`src/assert_macros.svh`:
```
// Assertion macros for the RTL of the packed media ALU.
// Define NO_ASSERTIONS to build without them; no other dependencies.
`ifndef ASSERT_MACROS_SVH
`define ASSERT_MACROS_SVH
`ifndef NO_ASSERTIONS
// Implication checked on every rising clock edge outside reset.
`define ASSERT_IMPLIES(label, clk, rst, ante, cons) \
   label: assert property (@(posedge clk) disable iff (rst) (ante) |-> (cons)) \
      else $error("assertion failed");
// Property that must hold on every rising clock edge outside reset.
`define ASSERT_ALWAYS(label, clk, rst, prop) \
   label: assert property (@(posedge clk) disable iff (rst) (prop)) \
      else $error("assertion failed");
`else
`define ASSERT_IMPLIES(label, clk, rst, ante, cons)
`define ASSERT_ALWAYS(label, clk, rst, prop)
`endif
`endif

```
`src/pma_pkg.sv`:
```
// Package for the packed media ALU: opcodes, opcode field bits and stage types.
// No dependencies.
`timescale 1ns / 1ps

package pma_pkg;

   // Opcodes
   localparam logic [3:0] OP_MINUB8 = 4'd0;
   localparam logic [3:0] OP_MINSB8 = 4'd1;
   localparam logic [3:0] OP_MINUW4 = 4'd2;
   localparam logic [3:0] OP_MINSW4 = 4'd3;
   localparam logic [3:0] OP_MAXUB8 = 4'd4;
   localparam logic [3:0] OP_MAXSB8 = 4'd5;
   localparam logic [3:0] OP_MAXUW4 = 4'd6;
   localparam logic [3:0] OP_MAXSW4 = 4'd7;
   localparam logic [3:0] OP_PERR   = 4'd8;
   localparam logic [3:0] OP_PKLB   = 4'd9;
   localparam logic [3:0] OP_PKWB   = 4'd10;
   localparam logic [3:0] OP_UNPKBL = 4'd11;
   localparam logic [3:0] OP_UNPKBW = 4'd12;

   // Field bits of the min/max opcodes
   localparam int OPB_SIGNED = 0;
   localparam int OPB_WORD   = 1;
   localparam int OPB_MAX    = 2;
   localparam int OPB_GROUP  = 3;

   // Bits of the pixel error sum (at most 2040)
   localparam int PERR_W = 11;

   // First stage: operands plus lane compare and difference results
   typedef struct packed {
      logic [3:0]       op;
      logic [63:0]      a;
      logic [63:0]      b;
      logic [63:0]      braw;
      logic [7:0]       sel8;
      logic [3:0]       sel16;
      logic [7:0][7:0]  ad;
   } s1_type;

   // Second stage: lane result and pixel error partial sums
   typedef struct packed {
      logic             is_perr;
      logic [63:0]      word;
      logic [1:0][9:0]  psum;
   } s2_type;

endpackage

```
`src/packed_media_alu_unit.sv`:
```
// Packed media ALU: lane min/max, pixel error, pack and unpack.
// Three register stages (compare, select/add, sum) lie between an accepted request
// and its rsp_valid strobe; one request per cycle is taken outside reset.
// busy is high only during reset; synchronous reset clears the stage valid bits.
// Results cannot be held off by the receiver; each is shown for one cycle.
// Depends on pma_pkg and assert_macros.svh.
`timescale 1ns / 1ps
`include "assert_macros.svh"

module packed_media_alu_unit
   import pma_pkg::*;
(
   input  logic        clock,
   input  logic        reset,
   input  logic        start,
   output logic        busy,
   input  logic [3:0]  req_op,
   input  logic [63:0] req_src_a,
   input  logic [63:0] req_src_b,
   input  logic        req_use_literal,
   input  logic [7:0]  req_literal_value,
   output logic        rsp_valid,
   output logic [63:0] rsp_result
);

   logic          accept;
   logic [63:0]   b_sel;
   logic          sgn;
   logic          take_max;
   logic [7:0][7:0]   ka8;
   logic [7:0][7:0]   kb8;
   logic [3:0][15:0]  ka16;
   logic [3:0][15:0]  kb16;

   s1_type        s1_in;
   s1_type        s1_ff;
   logic          s1_valid_ff;
   s2_type        s2_in;
   s2_type        s2_ff;
   logic          s2_valid_ff;
   logic          rsp_valid_ff;
   logic [63:0]   rsp_result_in;
   logic [63:0]   rsp_result_ff;
   logic [PERR_W-1:0] perr_sum;

   // Handshake: the pipeline never stalls
   assign busy   = reset;
   assign accept = start & ~busy;

   // Stage 1: operand select, lane keys, compares and byte differences
   assign b_sel    = req_use_literal ? {56'd0, req_literal_value} : req_src_b;
   assign sgn      = req_op[OPB_SIGNED];
   assign take_max = req_op[OPB_MAX];

   always_comb begin
      s1_in.op   = req_op;
      s1_in.a    = req_src_a;
      s1_in.b    = b_sel;
      s1_in.braw = req_src_b;
      for (int i = 0; i < 8; i++) begin
         ka8[i] = {req_src_a[8*i+7] ^ sgn, req_src_a[8*i +: 7]};
         kb8[i] = {b_sel[8*i+7] ^ sgn, b_sel[8*i +: 7]};
         s1_in.sel8[i] = take_max ? (ka8[i] > kb8[i]) : (ka8[i] < kb8[i]);
         s1_in.ad[i]   = (req_src_a[8*i +: 8] > b_sel[8*i +: 8]) ?
                         (req_src_a[8*i +: 8] - b_sel[8*i +: 8]) :
                         (b_sel[8*i +: 8] - req_src_a[8*i +: 8]);
      end
      for (int i = 0; i < 4; i++) begin
         ka16[i] = {req_src_a[16*i+15] ^ sgn, req_src_a[16*i +: 15]};
         kb16[i] = {b_sel[16*i+15] ^ sgn, b_sel[16*i +: 15]};
         s1_in.sel16[i] = take_max ? (ka16[i] > kb16[i]) : (ka16[i] < kb16[i]);
      end
   end

   always_ff @(posedge clock) begin
      if (reset) begin
         s1_valid_ff <= 1'b0;
      end else begin
         s1_valid_ff <= accept;
      end
      s1_ff <= s1_in;
   end

   // Stage 2: lane selection, pack/unpack, first pixel error adds
   always_comb begin
      s2_in.is_perr = (s1_ff.op == OP_PERR);
      s2_in.word    = 64'd0;
      unique case (s1_ff.op)
         OP_MINUB8, OP_MINSB8, OP_MAXUB8, OP_MAXSB8: begin
            for (int i = 0; i < 8; i++) begin
               s2_in.word[8*i +: 8] = s1_ff.sel8[i] ? s1_ff.a[8*i +: 8] : s1_ff.b[8*i +: 8];
            end
         end
         OP_MINUW4, OP_MINSW4, OP_MAXUW4, OP_MAXSW4: begin
            for (int i = 0; i < 4; i++) begin
               s2_in.word[16*i +: 16] = s1_ff.sel16[i] ? s1_ff.a[16*i +: 16] :
                                                         s1_ff.b[16*i +: 16];
            end
         end
         OP_PKLB: begin
            s2_in.word[7:0]   = s1_ff.braw[7:0];
            s2_in.word[15:8]  = s1_ff.braw[39:32];
         end
         OP_PKWB: begin
            s2_in.word[7:0]   = s1_ff.braw[7:0];
            s2_in.word[15:8]  = s1_ff.braw[23:16];
            s2_in.word[23:16] = s1_ff.braw[39:32];
            s2_in.word[31:24] = s1_ff.braw[55:48];
         end
         OP_UNPKBL: begin
            s2_in.word[7:0]   = s1_ff.braw[7:0];
            s2_in.word[39:32] = s1_ff.braw[15:8];
         end
         OP_UNPKBW: begin
            s2_in.word[7:0]   = s1_ff.braw[7:0];
            s2_in.word[23:16] = s1_ff.braw[15:8];
            s2_in.word[39:32] = s1_ff.braw[23:16];
            s2_in.word[55:48] = s1_ff.braw[31:24];
         end
         default: begin
            s2_in.word = 64'd0;   // pixel error and undefined codes
         end
      endcase
      // two levels of the difference adder tree
      for (int j = 0; j < 2; j++) begin
         s2_in.psum[j] = ({2'b00, s1_ff.ad[4*j]}   + {2'b00, s1_ff.ad[4*j+1]})
                       + ({2'b00, s1_ff.ad[4*j+2]} + {2'b00, s1_ff.ad[4*j+3]});
      end
   end

   always_ff @(posedge clock) begin
      if (reset) begin
         s2_valid_ff <= 1'b0;
      end else begin
         s2_valid_ff <= s1_valid_ff;
      end
      s2_ff <= s2_in;
   end

   // Stage 3: final pixel error add and result select
   assign perr_sum      = {1'b0, s2_ff.psum[0]} + {1'b0, s2_ff.psum[1]};
   assign rsp_result_in = s2_ff.is_perr ? {{(64-PERR_W){1'b0}}, perr_sum} : s2_ff.word;

   always_ff @(posedge clock) begin
      if (reset) begin
         rsp_valid_ff <= 1'b0;
      end else begin
         rsp_valid_ff <= s2_valid_ff;
      end
      rsp_result_ff <= rsp_result_in;
   end

   assign rsp_valid  = rsp_valid_ff;
   assign rsp_result = rsp_result_ff;

   // Checks
   `ASSERT_IMPLIES(a_latency, clock, reset, accept, ##3 rsp_valid)
   `ASSERT_IMPLIES(a_no_spurious, clock, reset, rsp_valid, $past(accept, 3))
   `ASSERT_IMPLIES(a_perr_range, clock, reset,
      rsp_valid && $past(req_op == OP_PERR, 3), rsp_result[63:PERR_W] == '0)
   `ASSERT_IMPLIES(a_pack_high_zero, clock, reset,
      rsp_valid && ($past(req_op == OP_PKLB, 3) || $past(req_op == OP_PKWB, 3)),
      rsp_result[63:32] == '0)

endmodule

```
`config.mk`:
```
export PLATFORM = sky130hd
export DESIGN_NAME = packed_media_alu_unit
export DESIGN_NICKNAME = d
export VERILOG_FILES = /design/src/pma_pkg.sv /design/src/packed_media_alu_unit.sv
export VERILOG_INCLUDE_DIRS = /design/src /design/src/src
export SDC_FILE = /design/constraint.sdc
export NUM_CORES = 1
export LEC_CHECK = 0
export ABC_AREA = 1
export BUFFER_PORTS_ARGS = -buffer_cell sky130_fd_sc_hd__buf_2
export CAP_MARGIN = 10
export CORE_UTILIZATION = 45
export DETAILED_ROUTE_END_ITERATION = 6
export GPL_ROUTABILITY_DRIVEN = 0
export HOLD_SLACK_MARGIN = 0.03
export SYNTH_ARGS = -nofsm -noshare
export SYNTH_HDL_FRONTEND = slang
export SYNTH_SLANG_ARGS = --single-unit
```
`constraint.sdc`:
```
create_clock -name clock -period 3.7 [get_ports clock]
set_clock_uncertainty 0.1 [all_clocks]
set_input_delay 0.185 -clock clock [delete_from_list [all_inputs] [get_ports clock]]
set_output_delay 0.185 -clock clock [all_outputs]
set_load 0.03 [all_outputs]
```
==> reports/results.txt, run 1 <==
status - completed
Synth Area per Inst - 7.59 um^2
FP Rows - 77
antenna violations before repair - 5
drt drc - 0
crit path max fanout - 2
Synth Area in XOR/XNOR - 0.0316
Post-synth EDFFs - 0
final WL - 56.9 mm
Critical Path Most Common Cell - fa_1
CP Capture Type - register
CTS buffer count - 45
multiplexer share of the synthesized area - 0
area of the multi-input gates - 0.0102 mm^2
CTS tree - built
FMAX - 347 MHz
compound-gate portion of the synthesized area - 0.110
largest net degree at the start of global routing - 43
register bit total from synthesis - 408
crit path DAT - 3.24 ns
Worst-Skew Late Latency - 0.57 ns
Slew HR - 0.189
most common cell after layout, fill and taps aside - nand2_1
async set-reset flop share out of synthesis - 0
IO Port Bufs - 209
Worst Setup Slack, final - 0.816 ns
max_cap viols - 0
CTS Buffer Depth - 3
CP max stage cell - fa_1
Clock Sinks - 408
simple-gate portion of the synthesized area - 0.212
R2R depth - 12
delay-heaviest family, CP - adder cells
buffers and inverters on the worst path - 2
Setup CP Type - register to register
Antenna Nets Post-Route - 0
Syn Nets - 3052
Final nets - 3378
Worst Hold Depth - 4
synthesis-to-finish area growth - 21.1%
sequential element share of the synthesized area - 0.398
Die H - 215 um
filler cell count in the final layout - 4129
first-pass GRT wire length - 91.0 mm
PwrDens - 610 mW/mm^2
clk root buf - clkbuf_16
# H-tree levels - 2
share of cells above drive strength 1 - 0.111
Die ar. - 0.0464 mm^2
Tightest Hold Check Type - input pin to register
Post-DP HPWL - 43.2 mm
largest family of logic cells by synthesized area - simple AND/OR/NAND/NOR gates
ys flop type - dfxtp_1
Final setup viols - 0
dpl ws - 0.796 ns
Max IR drop VDD - 382 uV
crit-path max cell delay - 0.53 ns
Critical Path, Cell by Cell - inv_1 -> fa_1 -> inv_1 -> fa_1 -> ha_1 -> fa_1 -> nand3_1 -> nand3_1 -> nand2_1 -> nand2_1 -> a21oi_1 -> o21bai_1
Tmin final - 2.88 ns
Mapped Cells - 2703
die width - 215 um
Post-CTS Setup Inserts - 0
adder-cell area share of the yosys netlist - 0.143
register area - 0.00817 mm^2
Initial Util - 0.460
Critical Path RT - 4.06 ns
Post-Syn Area - 0.0205 mm^2
1st-pass router iterations - 5
WP depth - 12
Clock Pin Slew Worst Setup and Hold Paths - 0.06 ns
Tcrit/Tclk final - 0.779
routed wire length per instance - 15.6 um
core area - 0.0446 mm^2
warnings from Yosys - 0
Setup TNS - 0 ns
highest-count cells in the layout ignoring fill and taps - nand2_1 (739), inv_1 (452), dfxtp_1 (407)
slew at the pin with the worst max-slew slack - 1.22 ns
IO Pins - 210
total power - 15.1 mW
vias in the first global route - 17900
via/cell ratio - 4.88
Fin. Hold Viols - 0
post-CTS sizing - 0
LEAKAGE - 13.2 nW
gr ovfl total - 0
startpoint types - register
Slew Limit Fails - 0
Iter 0 DRT Violations - 996
vias - 17800
library cells used by synthesis - 44
RSZ-0062 raised after global routing - no
Tot GR Track Use - 0.246
## state kept, by name (all words and copies together), names as in the netlist
name	flops
s1_valid_ff	1
s2_valid_ff	1
rsp_valid	1
s2_ff	85
s1_ff	256
rsp_result	64
## repair_timing
action | CTS | global route
endpoints found under the hold margin | 197 | 0
hold buffers | 141 | 0
setup endpoints to repair | 0 | 0
## power breakdown
| group | leakage (nW) | switching, mW | internal, mW |
|---|---|---|---|
| Clock | 0.701 | 1.85 | 2.56 |
| Combinational | 9.05 | 3.27 | 2.03 |
| Sequential | 3.42 | 0.350 | 5.09 |
## final cells by class
| class | instances | area share |
|---|---|---|
| Multi-Input combinational cell | 1748 | 0.410 |
| Clock inverter | 18 | 0.00660 |
| Sequential cell | 408 | 0.329 |
| Timing Repair Buffer | 359 | 0.102 |
| Clock buffer | 61 | 0.0514 |
| Tap cell | 592 | 0.0298 |
| Antenna cell | 2 | 0.000202 |
| Inverter | 467 | 0.0706 |
## cells in the mapped netlist, types with 2 or more instances
cell | number | area (um^2)
o2111ai_1 | 22 | 193
nand2_2 | 9 | 56.3
o21ai_2 | 9 | 78.8
fa_1 | 49 | 981
buf_2 | 27 | 135
nor3_1 | 4 | 20.0
a21boi_0 | 4 | 30.0
o21bai_1 | 7 | 52.6
or2_1 | 4 | 25.0
nand3_1 | 104 | 521
nor2_1 | 190 | 713
buf_4 | 19 | 143
o211ai_1 | 47 | 353
a31oi_1 | 2 | 12.5
nor3_2 | 2 | 20.0
nand4_1 | 11 | 68.8
a22oi_1 | 5 | 37.5
or2_2 | 8 | 50.1
buf_1 | 4 | 15.0
ha_1 | 156 | 1950
o21ai_0 | 149 | 746
o21ai_1 | 8 | 40.0
nand2_1 | 739 | 2770
xnor2_1 | 6 | 52.6
a21oi_1 | 109 | 546
inv_1 | 452 | 1700
inv_2 | 14 | 52.6
a21o_1 | 10 | 75.1
and2_1 | 4 | 25.0
dfxtp_1 | 408 | 8170
nor2_2 | 4 | 25.0
clkbuf_1 | 29 | 109
xor2_1 | 68 | 596
o22ai_1 | 10 | 62.6
## worst paths after layout
check / startpoint / slack [ns] / end
setup / recovery: s1_ff[1]$_DFF_P_ / 0.82 / s2_ff[9]$_DFF_P_
hold / removal: req_literal_value[1] / 0.10 / s1_ff[141]$_DFF_P_
setup reg to reg: s1_ff[1]$_DFF_P_ / 0.82 / s2_ff[9]$_DFF_P_
hold reg to reg: s2_ff[45]$_DFF_P_ / 0.30 / rsp_result[25]$_SDFF_PP0_
## worst min-delay path: cells and delay by family
kind / cells / cell delay, ns
and+or+nand+nor: 1 / 0.09
buffers and inverters: 2 / 0.27
AOI/OAI and AO/OA: 1 / 0.17
## layer usage
metal	share of wire	wire length [um]	GRT usage
met1	0.44	24800	0.302
met2	0.49	27900	0.439
met3	0.048	2730	0.0428
met4	0.024	1350	0.0683
met5	0.00060	34	0
## stage by stage
step	instance area, um^2	hold slack (ns)	instances	utilization
2_1_floorplan	20500	0.113	2703	-
3_3_place_gp	22000	0.190	3433	0.493
3_5_place_dp	22000	0.194	3433	0.493
4_1_cts	24800	0.0441	3653	0.557
5_1_grt	24800	0.103	3653	0.557
6_report	24800	0.104	3655	0.557
## cells by family (layout without fill, tap and decap cells)
logic type	after synthesis	in the layout
adders and majority gates	205	205
xor gates and xnor gates	74	74
DFF	408	408
buffers and inverters	547	905
and+or+nand+nor	1084	1084
AOI/OAI and AO/OA	385	385
other	0	2
No activity file was read; power rests on OpenSTA's default activity.
==> run 2, diff against run 1 <==
Settings changed: ABC_AREA 1 to 0, PLACE_DENSITY set to 0.66.
Clock period 3.7 ns to 2.53 ns, I/O delays scaled along.
==> run 2 against run 1 <==
  * The flow now finishes with violations (negative setup slack)
  * Non-clock buffer count grew 212
  * Synthesized cell count fell by 32%
  * Register-to-register slack worse by 1.1 ns
  * Sequential power up 45%
  * Worst hold slack got worse by 0.034 ns
  * Cell count fell by 19%
  * Maximum frequency is 2.6% higher
  * Via count is 18% lower
  * Flip-flop and latch count stayed put
  * Wire length shrank 10%
  * Sequential share of layout area is 0.19 points lower
  * Synthesized area shrank 9.2%
  * Critical path type unchanged
  * Largest cell class unchanged
==> reports/results.txt, run 2 <==
status - complete, but fails checks
failing checks - negative setup slack
Worst-Skew Late Latency - 0.57 ns
CTS Buffer Depth - 3
Tightest Hold Check Type - input pin to register
Crit. Startpoint - s1_ff[1]$_DFF_P_
PwrDens - 978 mW/mm^2
Worst Setup Slack, final - -0.281 ns
drt drc - 0
1st-pass router iterations - 5
Slew Limit Fails - 0
Synth Area in XOR/XNOR - 0.0367
Slew HR - 0.526
FP Rows - 74
share of cells above drive strength 1 - 0.245
# H-tree levels - 2
ys flop type - dfxtp_1
Initial Util - 0.456
Fin. Hold Viols - 0
Critical Path, Cell by Cell - inv_2 -> fa_1 -> inv_2 -> fa_2 -> ha_4 -> fa_2 -> a21o_1 -> a21oi_2 -> o21bai_1 -> a21oi_2 -> o21ai_1
CTS tree - built
HP Start - req_use_literal
Die ar. - 0.0422 mm^2
IO Port Bufs - 209
die width - 205 um
most common cell in the netlist - dfxtp_1
worst r2r src - s1_ff[1]$_DFF_P_
Mapped Cells - 1837
highest-count cells in the layout ignoring fill and taps - dfxtp_1 (400), inv_1 (231), buf_2 (209)
top cells by area, synth - dfxtp_1 (44%), ha_1 (10%), mux2i_1 (6.7%)
antenna violations before repair - 1
total power - 24.5 mW
FMAX - 356 MHz
RSZ-0062 raised after global routing - yes
library cells used by synthesis - 63
CTS buffer count - 43
Max IR drop VDD - 668 uV
delay-heaviest family, CP - adder cells
Critical Path RT - 2.88 ns
Largest register FFs - 256
IO Pins - 210
Worst Hold Depth - 5
gr ovfl total - 0
Post-Syn Area - 0.0186 mm^2
Clock Pin Slew Worst Setup and Hold Paths - 0.07 ns
Synth area leader - dfxtp_1
Worst Hold Endpoint - s1_ff[140]$_DFF_P_
buffers and inverters on the worst path - 2
startpoint types - register
clk root buf - clkbuf_16
simple-gate portion of the synthesized area - 0.0999
sequential element share of the synthesized area - 0.438
first-pass GRT wire length - 78.8 mm
most common cell after layout, fill and taps aside - dfxtp_1
max_cap viols - 0
compound-gate portion of the synthesized area - 0.121
Final nets - 2738
vias - 14600
Post-DP HPWL - 39.0 mm
final WL - 51.0 mm
Setup CP Type - register to register
R2R depth - 11
register bit total from synthesis - 408
Final setup viols - 17
warnings from Yosys - 0
crit path max fanout - 2
Iter 0 DRT Violations - 654
synthesis-to-finish area growth - 34.2%
adder-cell area share of the yosys netlist - 0.157
Finished Core Util - 0.612
filler cell count in the final layout - 3322
Tmin final - 2.81 ns
largest net degree at the start of global routing - 37
Most flops, register - s1_ff
Post-synth EDFFs - 0
Antenna Nets Post-Route - 0
area fraction of the dominant cell type after synthesis - 0.438
largest family of logic cells by synthesized area - adder cells
Die H - 205 um
async set-reset flop share out of synthesis - 0
CP max stage cell - fa_1
R2R Path End - s2_ff[9]$_DFF_P_
multiplexer share of the synthesized area - 0.0838
via/cell ratio - 4.96
FF-to-FF setup slack - -0.28 ns
crit-path max cell delay - 0.55 ns
routed wire length per instance - 17.3 um
CP Capture Type - register
crit path DAT - 3.16 ns
Synth Area per Inst - 10.1 um^2
Tot GR Track Use - 0.241
synth cell count leaders - dfxtp_1 (408), inv_1 (239), ha_1 (156), mux2i_1 (125), a21oi_1 (97)
slew at the pin with the worst max-slew slack - 0.709 ns
LEAKAGE - 12.3 nW
core area - 0.0408 mm^2
Syn Nets - 2186
vias in the first global route - 15300
Tcrit/Tclk final - 1.11
Clock Sinks - 408
run 2: cell types whose count changed after synthesis, moves of 57 or more:
cell,change
nand2_1,-667
nand2b_1,+68
nand3_1,-87
nor2_1,-140
inv_1,-213
o21ai_0,-57
nor2b_1,+76
mux2i_1,+125
run 2: power breakdown:
part,switching (mW),leakage [nW],internal (mW)
Sequential,0.419,3.42,7.46
Clock,2.61,0.738,4.06
Combinational,5.11,8.16,4.80
run 2: how the worst max path moves through the flow:
stage,end,cells after the start
CTS,s2_ff[9]$_DFF_P_,11
global placement,s2_ff[9]$_DFF_P_,11
detailed placement,s1_ff[7]$_DFF_P_,13
global route,s2_ff[7]$_DFF_P_,11
finish,s2_ff[9]$_DFF_P_,11
floorplan,s2_ff[9]$_DFF_P_,11
run 2: cell families after synthesis:
logic type | after synthesis
DFF | 408
and+or+nand+nor | 347
AOI/OAI and AO/OA | 344
buffers and inverters | 304
adders and majority gates | 205
muxes | 151
xor gates and xnor gates | 78
run 2: cell type report:
type / count / area, um^2 / area share
Clock inverter: 18 / 253 / 0.0101
Inverter: 240 / 901 / 0.0360
Timing Repair Buffer: 571 / 4210 / 0.169
Clock buffer: 54 / 1240 / 0.0496
Tap cell: 532 / 666 / 0.0266
Antenna cell: 2 / 5.00 / 0.000200
Multi-Input combinational cell: 1125 / 9550 / 0.382
Sequential cell: 408 / 8180 / 0.327
run 2: metrics by stage:
step / setup TNS, ns / hold slack [ns] / worst slack, ns / instance area, um^2 / std cells
floorplan: -2.26 / 0.0542 / -0.188 / 18800 / 1837
global placement: -10.18 / 0.134 / -0.246 / 21800 / 2725
detailed placement: -14.62 / 0.132 / -0.343 / 21800 / 2725
CTS: -2.31 / 0.0603 / -0.293 / 24900 / 2946
global route: -3.88 / 0.0735 / -0.370 / 25000 / 2949
finish: -1.95 / 0.0709 / -0.281 / 25000 / 2950
run 2: metal layers:
layer	global-route usage	routed length, um	vias to the layer above
li1	-	-	7207
met1	0.293	21500	6951
met2	0.432	25900	385
met3	0.0309	2040	100
met4	0.0865	1610	0
met5	0	0	-
run 2: worst reg2reg max path, stage by stage, from the launching register on:
cell and delay, ns:
dfxtp_2 0.32, inv_2 0.04, fa_1 0.55, inv_2 0.05
fa_2 0.44, ha_4 0.18, fa_2 0.34, a21o_1 0.17
a21oi_2 0.15, o21bai_1 0.10, a21oi_2 0.17, o21ai_1 0.09
run 2: repair_timing:
| item | in CTS | in global routing |
|---|---|---|
| pin swaps | 11 | 16 |
| resized for setup | 12 | 20 |
| hold buffers | 148 | 4 |
| endpoints found under the setup margin | 10 | 52 |
| buffers inserted | 1 | 4 |
| hold endpoints to repair | 211 | 6 |
==> run 3, diff against run 2 <==
==> constraint.sdc (replaced) <==
create_clock -name clock -period 2.53 [get_ports clock]
set_clock_uncertainty 0.1 [all_clocks]
set_input_delay 0.506 -clock clock [delete_from_list [all_inputs] [get_ports clock]]
set_output_delay 0.506 -clock clock [all_outputs]
set_load 0.03 [all_outputs]
==> run 3 against run 2 <==
  * The run still ends with negative setup slack left
  * Register-to-register slack hardly changed
  * Flip-flop and latch count is the same
  * Cell area grew 3.4%
  * Count of clock-buffer cells in the layout is 5 higher
  * Utilization is 2.1 points higher
  * Worst setup slack worse by 0.010 ns
  * Cell count is 2.4% higher
  * Global-route usage is 0.89 points higher
  * Clock power is 4.8% lower
  * Wire length rose by 5.5%
  * Worst hold slack got worse by 0.026 ns
  * Largest cell class unchanged
==> reports/results.txt, run 3 (same netlist as run 2, synthesis figures left out) <==
# H-tree levels - 2
CTS Buffer Depth - 3
startpoint types - register
CTS tree - built
FP Rows - 74
routed wire length per instance - 17.8 um
Tightest Hold Check Type - input pin to register
filler-free cell count of the finished design - 3021
Final setup viols - 10
register area - 0.00818 mm^2
worst r2r src - s1_ff[1]$_DFF_P_
FF-to-FF setup slack - -0.29 ns
final WL - 53.8 mm
Max IR drop VDD - 989 uV
total power - 25.2 mW
1st-pass router iterations - 5
gr ovfl total - 0
LEAKAGE - 12.7 nW
most common cell after layout, fill and taps aside - dfxtp_1
CP max stage cell - fa_1
largest net degree at the start of global routing - 48
failing checks - negative setup slack
core area - 0.0408 mm^2
Clock Pin Slew Worst Setup and Hold Paths - 0.06 ns
Critical Path RT - 2.87 ns
via/cell ratio - 5.00
Iter 0 DRT Violations - 863
HP Start - req_src_b[19]
first-pass GRT wire length - 80.9 mm
die width - 205 um
Slew Limit Fails - 0
slew at the pin with the worst max-slew slack - 0.697 ns
Die H - 205 um
placed cells - 2811
highest-count cells in the layout ignoring fill and taps - dfxtp_1 (401), buf_4 (316), inv_1 (226)
Worst-Skew Late Latency - 0.58 ns
buffers and inverters on the worst path - 2
antenna violations before repair - 7
crit path max fanout - 2
Tcrit/Tclk final - 1.12
Fin. Hold Viols - 0
vias - 15100
Die ar. - 0.0422 mm^2
CP Capture Type - register
crit-path max cell delay - 0.54 ns
max_cap viols - 0
Initial Util - 0.456
Largest register FFs - 256
Post-DP HPWL - 39.4 mm
clk root buf - clkbuf_16
Tmin final - 2.82 ns
Critical Path, Cell by Cell - inv_2 -> fa_1 -> inv_2 -> fa_2 -> ha_4 -> fa_2 -> a21o_1 -> a21oi_2 -> o21bai_1 -> a21oi_2 -> o21ai_2
share of cells above drive strength 1 - 0.310
IO Pins - 210
filler cell count in the final layout - 3179
PwrDens - 973 mW/mm^2
IO Port Bufs - 209
dpl ws - -0.757 ns
status - complete, but fails checks
drt drc - 0
delay-heaviest family, CP - adder cells
Final nets - 2799
FMAX - 354 MHz
Crit. Startpoint - s1_ff[1]$_DFF_P_
Slew HR - 0.534
vias in the first global route - 15400
Setup TNS - -1.82 ns
Antenna Nets Post-Route - 0
RSZ-0062 raised after global routing - yes
Tot GR Track Use - 0.250
CTS buffer count - 43
area of the multi-input gates - 0.0100 mm^2
crit path DAT - 3.16 ns
synthesis-to-finish area growth - 38.8%
Worst Setup Slack, final - -0.292 ns
Clock Sinks - 408
Most flops, register - s1_ff
Finished Core Util - 0.633
Setup CP Type - register to register
[run 3: final cells by class]
| class | instances | share of cell area |
|---|---|---|
| Multi-Input combinational cell | 1125 | 0.389 |
| Clock inverter | 19 | 0.00764 |
| Timing Repair Buffer | 632 | 0.179 |
| Sequential cell | 408 | 0.316 |
| Tap cell | 532 | 0.0257 |
| Antenna cell | 6 | 0.000581 |
| Inverter | 240 | 0.0348 |
| Clock buffer | 59 | 0.0471 |
[run 3: metal layers]
layer | share of wire | routed length, um | global-route usage
met4 | 0.043 | 2340 | 0.119
met1 | 0.42 | 22600 | 0.305
met5 | 0.00076 | 41 | 0
met3 | 0.048 | 2600 | 0.0375
met2 | 0.49 | 26200 | 0.429
[run 3: final timing paths]
kind,depth (start not counted),endpoint
setup / recovery,11,s2_ff[9]$_DFF_P_
hold / removal,2,s1_ff[95]$_DFF_P_
setup reg to reg,11,s2_ff[9]$_DFF_P_
hold reg to reg,1,rsp_result[63]$_SDFF_PP0_
[run 3: power by group]
| part | internal, mW | total, mW | switching, mW |
|---|---|---|---|
| clock | 3.69 | 6.35 | 2.66 |
| sequential | 7.46 | 7.83 | 0.376 |
| combinational | 5.39 | 11.0 | 5.59 |
| total | 16.5 | 25.2 | 8.63 |
[run 3: what timing repair did]
| action | 4_1_cts | 5_1_grt |
|---|---|---|
| gates cloned | 2 | 1 |
| pin swaps | 21 | 43 |
| hold buffers | 101 | 0 |
| resized for setup | 23 | 110 |
| setup endpoints to repair | 45 | 75 |
| hold endpoints to repair | 103 | 0 |
| buffers inserted | 5 | 28 |
[run 3: through the flow]
step | area [um^2] | hold WS [ns]
2_1_floorplan | 18900 | 0.301
3_3_place_gp | 22500 | 0.316
3_5_place_dp | 22500 | 0.316
4_1_cts | 25100 | 0.0304
5_1_grt | 25900 | 0.0444
6_report | 25900 | 0.0452
[run 3: worst register-to-register path, stage by stage, from the launching register on]
cell	delay [ns]
dfxtp_2	0.32
inv_2	0.04
fa_1	0.54
inv_2	0.04
fa_2	0.43
ha_4	0.18
fa_2	0.34
a21o_1	0.17
a21oi_2	0.15
o21bai_1	0.10
a21oi_2	0.19
o21ai_2	0.10
